**src/rtl/rebq_pkg.sv**
```systemverilog
// shared types, constants and helpers of the rotary encoder and button qualifier
// no dependencies
`default_nettype none

package rebq_pkg;

   localparam int TimeWidth   = 32;
   localparam int StampWidth  = 23;
   localparam int MinPressWidth = 16;
   localparam int CsrAddrWidth  = 4;
   localparam int CsrDataWidth  = 32;

   // divide by 1000 as multiply by ceil(2^38 / 1000) then shift by 38
   localparam int MsShift      = 38;
   localparam int MsRecipWidth = 29;
   localparam logic [MsRecipWidth-1:0] MS_RECIP = 29'd274877907;
   localparam int MsProdWidth  = TimeWidth + MsRecipWidth;

   localparam logic [TimeWidth-1:0] DEFAULT_LONG_PRESS_MS = 32'd500;
   localparam logic [TimeWidth-1:0] RESET_LONG_PRESS_MS   = 32'd500;
   localparam logic [TimeWidth-1:0] RESET_ROTARY_LOCKOUT  = 32'd10000;
   localparam logic [TimeWidth-1:0] RESET_BUTTON_LOCKOUT  = 32'd50000;
   localparam logic [MinPressWidth-1:0] RESET_MIN_PRESS_MS = 16'd50;
   localparam logic [1:0] RESET_QUADRATURE = 2'b11;

   typedef enum logic [1:0] {
      REG_LONG_PRESS     = 2'd0,
      REG_ROTARY_LOCKOUT = 2'd1,
      REG_BUTTON_LOCKOUT = 2'd2,
      REG_MIN_PRESS      = 2'd3
   } reg_index_type;

   typedef enum logic [1:0] {
      KIND_CW    = 2'd0,
      KIND_CCW   = 2'd1,
      KIND_PRESS = 2'd2,
      KIND_BACK  = 2'd3
   } event_kind_type;

   typedef enum logic [1:0] {
      DIR_NONE = 2'd0,
      DIR_FWD  = 2'd1,
      DIR_BWD  = 2'd2
   } step_dir_type;

   localparam logic MODE_ROTARY = 1'b0;
   localparam logic MODE_BUTTON = 1'b1;

   typedef struct packed {
      logic                 mode;
      logic                 level_a;
      logic                 level_b;
      logic                 level_button;
      logic [TimeWidth-1:0] time_us;
   } req_item_type;

   typedef struct packed {
      logic [1:0]            event_kind;
      logic [StampWidth-1:0] stamp_ms;
   } rsp_item_type;

   typedef struct packed {
      logic [TimeWidth-1:0]     back_hold_ms;
      logic [TimeWidth-1:0]     rotary_lockout_us;
      logic [TimeWidth-1:0]     button_lockout_us;
      logic [MinPressWidth-1:0] min_press_ms;
   } cfg_type;

   // gray code step direction from old to new quadrature state
   function automatic step_dir_type step_dir(input logic [1:0] from_q, input logic [1:0] to_q);
      step_dir_type dir;
      case ({from_q, to_q})
         4'b0001, 4'b0111, 4'b1000, 4'b1110: dir = DIR_FWD;
         4'b0010, 4'b0100, 4'b1011, 4'b1101: dir = DIR_BWD;
         default:                            dir = DIR_NONE;
      endcase
      return dir;
   endfunction

endpackage

`default_nettype wire

```
**src/rtl/rebq_csr.sv**
```systemverilog
// apb-style configuration register file of the encoder and button qualifier
// depends on rebq_pkg
`default_nettype none

module rebq_csr
   import rebq_pkg::*;
(
   input  wire logic                    clock,
   input  wire logic                    reset,
   input  wire logic                    psel,
   input  wire logic                    penable,
   input  wire logic                    pwrite,
   input  wire logic [CsrAddrWidth-1:0] paddr,
   input  wire logic [CsrDataWidth-1:0] pwdata,
   output logic      [CsrDataWidth-1:0] prdata,
   output logic                         pready,
   output cfg_type                      cfg
);

   cfg_type       cfg_ff;
   cfg_type       cfg_in;
   reg_index_type index;
   logic          write_en;

   assign index    = reg_index_type'(paddr[3:2]);
   assign write_en = psel && penable && pwrite;
   assign pready   = 1'b1;
   assign cfg      = cfg_ff;

   always_comb begin
      cfg_in = cfg_ff;
      if (write_en) begin
         case (index)
            REG_LONG_PRESS:     cfg_in.back_hold_ms      = pwdata;
            REG_ROTARY_LOCKOUT: cfg_in.rotary_lockout_us = pwdata;
            REG_BUTTON_LOCKOUT: cfg_in.button_lockout_us = pwdata;
            REG_MIN_PRESS:      cfg_in.min_press_ms      = pwdata[MinPressWidth-1:0];
            default:            cfg_in = cfg_ff;
         endcase
      end
   end

   always_comb begin
      case (index)
         REG_LONG_PRESS:     prdata = cfg_ff.back_hold_ms;
         REG_ROTARY_LOCKOUT: prdata = cfg_ff.rotary_lockout_us;
         REG_BUTTON_LOCKOUT: prdata = cfg_ff.button_lockout_us;
         REG_MIN_PRESS:      prdata = {{(CsrDataWidth-MinPressWidth){1'b0}}, cfg_ff.min_press_ms};
         default:            prdata = '0;
      endcase
   end

   always_ff @(posedge clock) begin
      if (reset) begin
         cfg_ff.back_hold_ms      <= RESET_LONG_PRESS_MS;
         cfg_ff.rotary_lockout_us <= RESET_ROTARY_LOCKOUT;
         cfg_ff.button_lockout_us <= RESET_BUTTON_LOCKOUT;
         cfg_ff.min_press_ms      <= RESET_MIN_PRESS_MS;
      end else begin
         cfg_ff <= cfg_in;
      end
   end

endmodule

`default_nettype wire

```
**src/rtl/rotary_encoder_button_qualifier.sv**
```systemverilog
// top level of the rotary encoder and push-button qualifier
// depends on rebq_pkg and rebq_csr
`default_nettype none

// Qualifies pin-change items from a quadrature encoder and a push button.
// A rotary item past the rotary lockout window that makes a valid gray step
// gives a clockwise or counter-clockwise event; a button item past the
// button lockout window tracks the press, and the release reports back
// (longer than the back hold setting, 0 meaning 500) or a short press (longer
// than min_press_ms). Each event carries time_us / 1000 as stamp_ms.
// Three register stages: the input register, a stage holding the millisecond
// stamp from a 32x29 reciprocal multiply, and the result register. State
// update happens in one stage only, so an item can be accepted every cycle
// unless rsp_stall holds the pipeline. A stalled result only holds back the
// stages behind it once they are full. The user writes configuration via the
// csr_ port only while no item is in flight; the block does not enforce this.
module rotary_encoder_button_qualifier
   import rebq_pkg::*;
(
   input  wire logic                    clock,
   input  wire logic                    reset,
   // input items
   input  wire logic                    req_valid,
   output logic                         req_stall,
   input  wire req_item_type            req_data,
   // result items
   output logic                         rsp_valid,
   input  wire logic                    rsp_stall,
   output rsp_item_type                 rsp_data,
   // configuration
   input  wire logic                    csr_psel,
   input  wire logic                    csr_penable,
   input  wire logic                    csr_pwrite,
   input  wire logic [CsrAddrWidth-1:0] csr_paddr,
   input  wire logic [CsrDataWidth-1:0] csr_pwdata,
   output logic      [CsrDataWidth-1:0] csr_prdata,
   output logic                         csr_pready
);

   cfg_type cfg;

   rebq_csr u_csr (
      .clock   (clock),
      .reset   (reset),
      .psel    (csr_psel),
      .penable (csr_penable),
      .pwrite  (csr_pwrite),
      .paddr   (csr_paddr),
      .pwdata  (csr_pwdata),
      .prdata  (csr_prdata),
      .pready  (csr_pready),
      .cfg     (cfg)
   );

   // pipeline registers
   logic                  s1_valid_ff;
   req_item_type          s1_item_ff;
   logic                  s2_valid_ff;
   req_item_type          s2_item_ff;
   logic [StampWidth-1:0] s2_ms_ff;
   logic                  rsp_valid_ff;
   rsp_item_type          rsp_data_ff;

   // qualifier state
   logic [1:0]            last_quad_ff,      last_quad_in;
   logic [TimeWidth-1:0]  last_step_us_ff,   last_step_us_in;
   logic [TimeWidth-1:0]  last_button_us_ff, last_button_us_in;
   logic                  button_down_ff,    button_down_in;
   logic [StampWidth-1:0] press_start_ms_ff, press_start_ms_in;

   // each stage moves on when the one after it is empty or moving
   logic out_free;
   logic s2_free;
   logic s1_free;

   assign out_free  = !rsp_valid_ff || !rsp_stall;
   assign s2_free   = !s2_valid_ff || out_free;
   assign s1_free   = !s1_valid_ff || s2_free;
   assign req_stall = !s1_free;

   assign rsp_valid = rsp_valid_ff;
   assign rsp_data  = rsp_data_ff;

   // microseconds to milliseconds, exact for every 32-bit timestamp
   logic [MsProdWidth-1:0] ms_prod;
   assign ms_prod = s1_item_ff.time_us * MS_RECIP;

   // decision stage
   logic                  s2_fire;
   logic                  emit;
   event_kind_type        kind;
   logic [1:0]            quad;
   step_dir_type          dir;
   logic [TimeWidth-1:0]  step_gap;
   logic [TimeWidth-1:0]  button_gap;
   logic [TimeWidth-1:0]  duration;
   logic [TimeWidth-1:0]  long_press;

   assign s2_fire    = s2_valid_ff && out_free;
   assign quad       = {s2_item_ff.level_a, s2_item_ff.level_b};
   assign dir        = step_dir(last_quad_ff, quad);
   assign step_gap   = s2_item_ff.time_us - last_step_us_ff;
   assign button_gap = s2_item_ff.time_us - last_button_us_ff;
   // durations wrap modulo 2^32 ms
   assign duration   = {{(TimeWidth-StampWidth){1'b0}}, s2_ms_ff}
                     - {{(TimeWidth-StampWidth){1'b0}}, press_start_ms_ff};
   assign long_press = (cfg.back_hold_ms == '0) ? DEFAULT_LONG_PRESS_MS
                                                : cfg.back_hold_ms;

   always_comb begin
      emit              = 1'b0;
      kind              = KIND_CW;
      last_quad_in      = last_quad_ff;
      last_step_us_in   = last_step_us_ff;
      last_button_us_in = last_button_us_ff;
      button_down_in    = button_down_ff;
      press_start_ms_in = press_start_ms_ff;
      if (s2_fire) begin
         if (s2_item_ff.mode == MODE_ROTARY) begin
            // outside lockout and a changed state: store it, report real steps
            if (step_gap >= cfg.rotary_lockout_us && quad != last_quad_ff) begin
               last_quad_in = quad;
               if (dir != DIR_NONE) begin
                  emit            = 1'b1;
                  kind            = (dir == DIR_FWD) ? KIND_CW : KIND_CCW;
                  last_step_us_in = s2_item_ff.time_us;
               end
            end
         end else if (button_gap >= cfg.button_lockout_us) begin
            last_button_us_in = s2_item_ff.time_us;
            if (!s2_item_ff.level_button && !button_down_ff) begin
               // press starts
               button_down_in    = 1'b1;
               press_start_ms_in = s2_ms_ff;
            end else if (s2_item_ff.level_button && button_down_ff) begin
               // release: classify by duration
               button_down_in = 1'b0;
               if (duration > long_press) begin
                  emit = 1'b1;
                  kind = KIND_BACK;
               end else if (duration > {{(TimeWidth-MinPressWidth){1'b0}}, cfg.min_press_ms}) begin
                  emit = 1'b1;
                  kind = KIND_PRESS;
               end
            end
         end
      end
   end

   // control and state registers
   always_ff @(posedge clock) begin
      if (reset) begin
         s1_valid_ff       <= 1'b0;
         s2_valid_ff       <= 1'b0;
         rsp_valid_ff      <= 1'b0;
         last_quad_ff      <= RESET_QUADRATURE;
         last_step_us_ff   <= '0;
         last_button_us_ff <= '0;
         button_down_ff    <= 1'b0;
         press_start_ms_ff <= '0;
      end else begin
         if (s1_free) begin
            s1_valid_ff <= req_valid;
         end
         if (s2_free) begin
            s2_valid_ff <= s1_valid_ff;
         end
         if (out_free) begin
            rsp_valid_ff <= s2_valid_ff && emit;
         end
         last_quad_ff      <= last_quad_in;
         last_step_us_ff   <= last_step_us_in;
         last_button_us_ff <= last_button_us_in;
         button_down_ff    <= button_down_in;
         press_start_ms_ff <= press_start_ms_in;
      end
   end

   // payload registers
   always_ff @(posedge clock) begin
      if (s1_free && req_valid) begin
         s1_item_ff <= req_data;
      end
      if (s2_free && s1_valid_ff) begin
         s2_item_ff <= s1_item_ff;
         s2_ms_ff   <= ms_prod[MsShift +: StampWidth];
      end
      if (s2_fire && emit) begin
         rsp_data_ff.event_kind <= kind;
         rsp_data_ff.stamp_ms   <= s2_ms_ff;
      end
   end

endmodule

`default_nettype wire
```
**config.mk**
```make
export PLATFORM = sky130hd
export DESIGN_NAME = rotary_encoder_button_qualifier
export DESIGN_NICKNAME = d
export VERILOG_FILES = /design/src/rtl/rebq_pkg.sv /design/src/rtl/rebq_csr.sv /design/src/rtl/rotary_encoder_button_qualifier.sv
export SDC_FILE = /design/constraint.sdc
export NUM_CORES = 2
export LEC_CHECK = 0
export ABC_AREA = 1
export BUFFER_PORTS_ARGS = -buffer_cell sky130_fd_sc_hd__buf_2
export CORE_MARGIN = 1.5
export CORE_UTILIZATION = 60
export DETAILED_ROUTE_END_ITERATION = 10
export PLACE_DENSITY = 0.77
export SYNTH_ARGS = -nofsm -noshare
export SYNTH_HDL_FRONTEND = slang
export SYNTH_SLANG_ARGS = --single-unit
export TNS_END_PERCENT = 100
```
**constraint.sdc**
```tcl
create_clock -name clock -period 15.5 [get_ports clock]
set_input_delay 1.55 -clock clock [delete_from_list [all_inputs] [get_ports clock]]
set_output_delay 1.55 -clock clock [all_outputs]
set_load 0.01 [all_outputs]
```
==> impl_results.md <==
- Core area: 0.0565 mm²
- Crit. Startpoint: s1_item_ff[24]
- Final min period: 7.23 ns
- Avg Cell Area, Syn: 8.39 µm²
- Hold Crit Class: reg -> reg
- Final-layout fill cell count: 4821
- Critical path arrival: 7.53 ns
- Setup crit end kind: flip-flop
- Ports: 139
- Die W: 243 µm
- Ys async rst share: 0
- Total number of vias: 27900
- Multi-input gate area: 0.0229 mm²
- Max incr delay on CP: 1.01 ns
- Grt ovf: 0
- Largest net degree at the start of global routing: 96
- Routed Antenna Nets: 0
- Initial antenna violation count: 1
- Max-Cap Viols: 0
- Hpwl dp: 78500 µm
- Final worst-path cycle share: 0.466
- Post-Syn Instances: 4104
- Register Area: 0.00771 mm²
- Buf/Inv on CP: 6
- Remaining DRCs: 0
- Mapped Nets: 5071
- Cts hold-fix bufs: 0
- IO buf count: 135
- Worst R2R Setup Slack: 8.27 ns
- Drt initial violations: 1924
- CTS Buffer Depth: 3
- Yosys reg bits: 325
- # rows: 87
- Crit Path Max Fanout: 11
- CP Depth: 22
- DR vias/cell: 5.57
- Final Setup Violations: 0
- Worst setup margin: 8.27 ns
- Setup TNS: 0 ns
- Status: completed
- Drt pass-1 iters: 6
- Clk root buf: clkbuf_16
- Slew margin rel.: 0.288
- Pre-CTS setup slack: 8.30 ns
- Pins Over Slew Limit: 0
- CP startpoint kind: flip-flop
- Final #Nets: 5187
- Routed WL: 96000 µm
- WL/cell: 19.2 µm
- Yosys Warn Count: 0
- Kind of critical path: reg -> reg
- Worst r2r src: s1_item_ff[24]
- Clock Skews: 0.0269 ns
- Peak Freq: 138 MHz
- Diode count: 0
- CP dominant cell by count: fa_1
- CTS Sinks: 325
- Slew @ Worst Pin: 1.06 ns
- Unrepaired setup endpoints after global routing: no
- Share of cells above drive strength 1: 0.0626
- Most frequent cells in the layout: 921 x inv_1, 587 x ha_1, 553 x nand2_1, 398 x a21oi_1, 301 x fa_1
- Placer Congestion: 0.970
- Most common cell after layout, fill and taps aside: inv_1
- PostCTS Resize Cnt: 0
- CP required: 15.80 ns
- EDFF count, synth: 120
- Worst setup endpoint: s2_ms_ff[22]
- Later-pin clock latency in the skew report: 0.59 ns
- Cell variety after synth: 59
- Area Growth Syn to Fin: 7.59%
- Worst-path cell chain: ha_1 > fa_1 > fa_1 > inv_1 > fa_1 > inv_1 > fa_1 > inv_1 > fa_1 > inv_1 > fa_1 > inv_1 > fa_1 > inv_1 > ha_1 > a21o_1 > a21oi_1 > o21ai_0 > a31oi_1 > nand3_1 > a21oi_1 > o21ai_1
- Most used DFF post-synth: dfxtp_1
- Setup repair bufs after CTS: 0
- Crit path max-delay family: adder cells
- Sequential fraction of the synthesis area: 0.224
- Hold Fails Final Rpt: 0
- Worst-path clk slew: 0.06 ns
- Die Ht: 243 µm
- CP max stage cell: edfxtp_1
- # H-tree levels: 2
- Global-route wire length before repair: 150000 µm
- Mapped Area: 0.0344 mm²
- Hold Slack: 0.426 ns
- FF-to-FF End: s2_ms_ff[22]
- CTS tree: yes
- Die area: 0.0588 mm²
- Initial Util: 0.609
- Cells on worst reg2reg path: 22
- CTS Buf Count: 38
- Vias in the first global route: 27400
- GR Util All Layers: 0.328
==> worst min-delay path by stage <==
stage,from,end,slack [ns],cells after the start
6_report,s1_item_ff[33],quad[0],0.43,0
5_1_grt,s1_item_ff[33],quad[0],0.44,0
4_1_cts,s1_item_ff[33],quad[0],0.43,0
3_5_place_dp,s1_item_ff[33],quad[0],0.42,0
3_3_place_gp,s1_item_ff[33],quad[0],0.40,0
2_1_floorplan,s1_item_ff[33],quad[0],0.40,0
==> per-layer routing <==
metal	global-route usage	up-vias	wire length, µm
li1	-	13600	-
met1	0.420	13200	39700
met2	0.563	909	45700
met3	0.0371	197	6140
met4	0.139	0	4420
met5	0	-	0
==> logic make-up (layout without fill, tap and decap cells) <==
| kind of cell | count (synthesis) | after routing | synth area share |
|---|---|---|---|
| other cells | 1 | 1 | 0.000109 |
| flops | 325 | 325 | 0.224 |
| buf+inv | 999 | 1145 | 0.112 |
| fa+ha+maj | 888 | 888 | 0.388 |
| simple gates | 973 | 973 | 0.120 |
| xor+xnor | 97 | 97 | 0.0247 |
| compound gates | 821 | 821 | 0.132 |
==> cell usage after synthesis (6+ instances only) <==
cell | number | area (µm²)
a21o_1 | 21 | 158
a21oi_1 | 398 | 1990
a31oi_1 | 26 | 163
and3_1 | 7 | 43.8
buf_2 | 8 | 40.0
buf_6 | 9 | 101
clkbuf_1 | 50 | 188
dfxtp_1 | 205 | 4100
edfxtp_1 | 120 | 3600
fa_1 | 301 | 6030
ha_1 | 587 | 7340
inv_1 | 923 | 3460
nand2_1 | 553 | 2080
nand2_2 | 8 | 50.1
nand3_1 | 106 | 531
nand3_2 | 7 | 70.1
nand4_1 | 22 | 138
nor2_1 | 198 | 743
nor2_2 | 9 | 56.3
nor3_1 | 30 | 150
nor4_1 | 17 | 106
o2111ai_1 | 7 | 61.3
o211ai_1 | 20 | 150
o21a_1 | 17 | 128
o21ai_0 | 270 | 1350
o21ai_1 | 7 | 35.0
o21ai_2 | 6 | 52.6
o21bai_1 | 8 | 60.1
o221ai_1 | 17 | 149
xnor2_1 | 31 | 272
xor2_1 | 66 | 578
==> per-stage QoR <==
step,cells,util,cell area (µm²)
finish,5006,0.655,37000
global route,5006,0.655,37000
CTS,5006,0.655,37000
detailed placement,4936,0.634,35800
global placement,4936,0.634,35800
floorplan,4104,-,34400
==> sequential cells by signal (all words and copies together) (netlist names) <==
name	cells
quad	2
s1_item_ff	36
last_button_us_ff	32
press_start_ms_ff	23
s2_item_ff	34
s2_ms_ff	23
s2_valid_ff	1
rsp_valid	1
button_down_ff	1
rsp_data	25
u_csr.cfg	112
last_step_us_ff	32
last_quad_ff	2
s1_valid_ff	1
==> layout make-up <==
class / instances / share of cell area
Timing Repair Buffer: 147 / 0.0207
Inverter: 928 / 0.0943
Tap cell: 756 / 0.0255
Sequential cell: 325 / 0.208
Multi-Input combinational cell: 2780 / 0.618
Clock buffer: 45 / 0.0272
Clock inverter: 25 / 0.00625
Power is left out: the tool's default activity adds up to more than one toggle a clock period on the data nets, which glitch-free logic cannot reach.
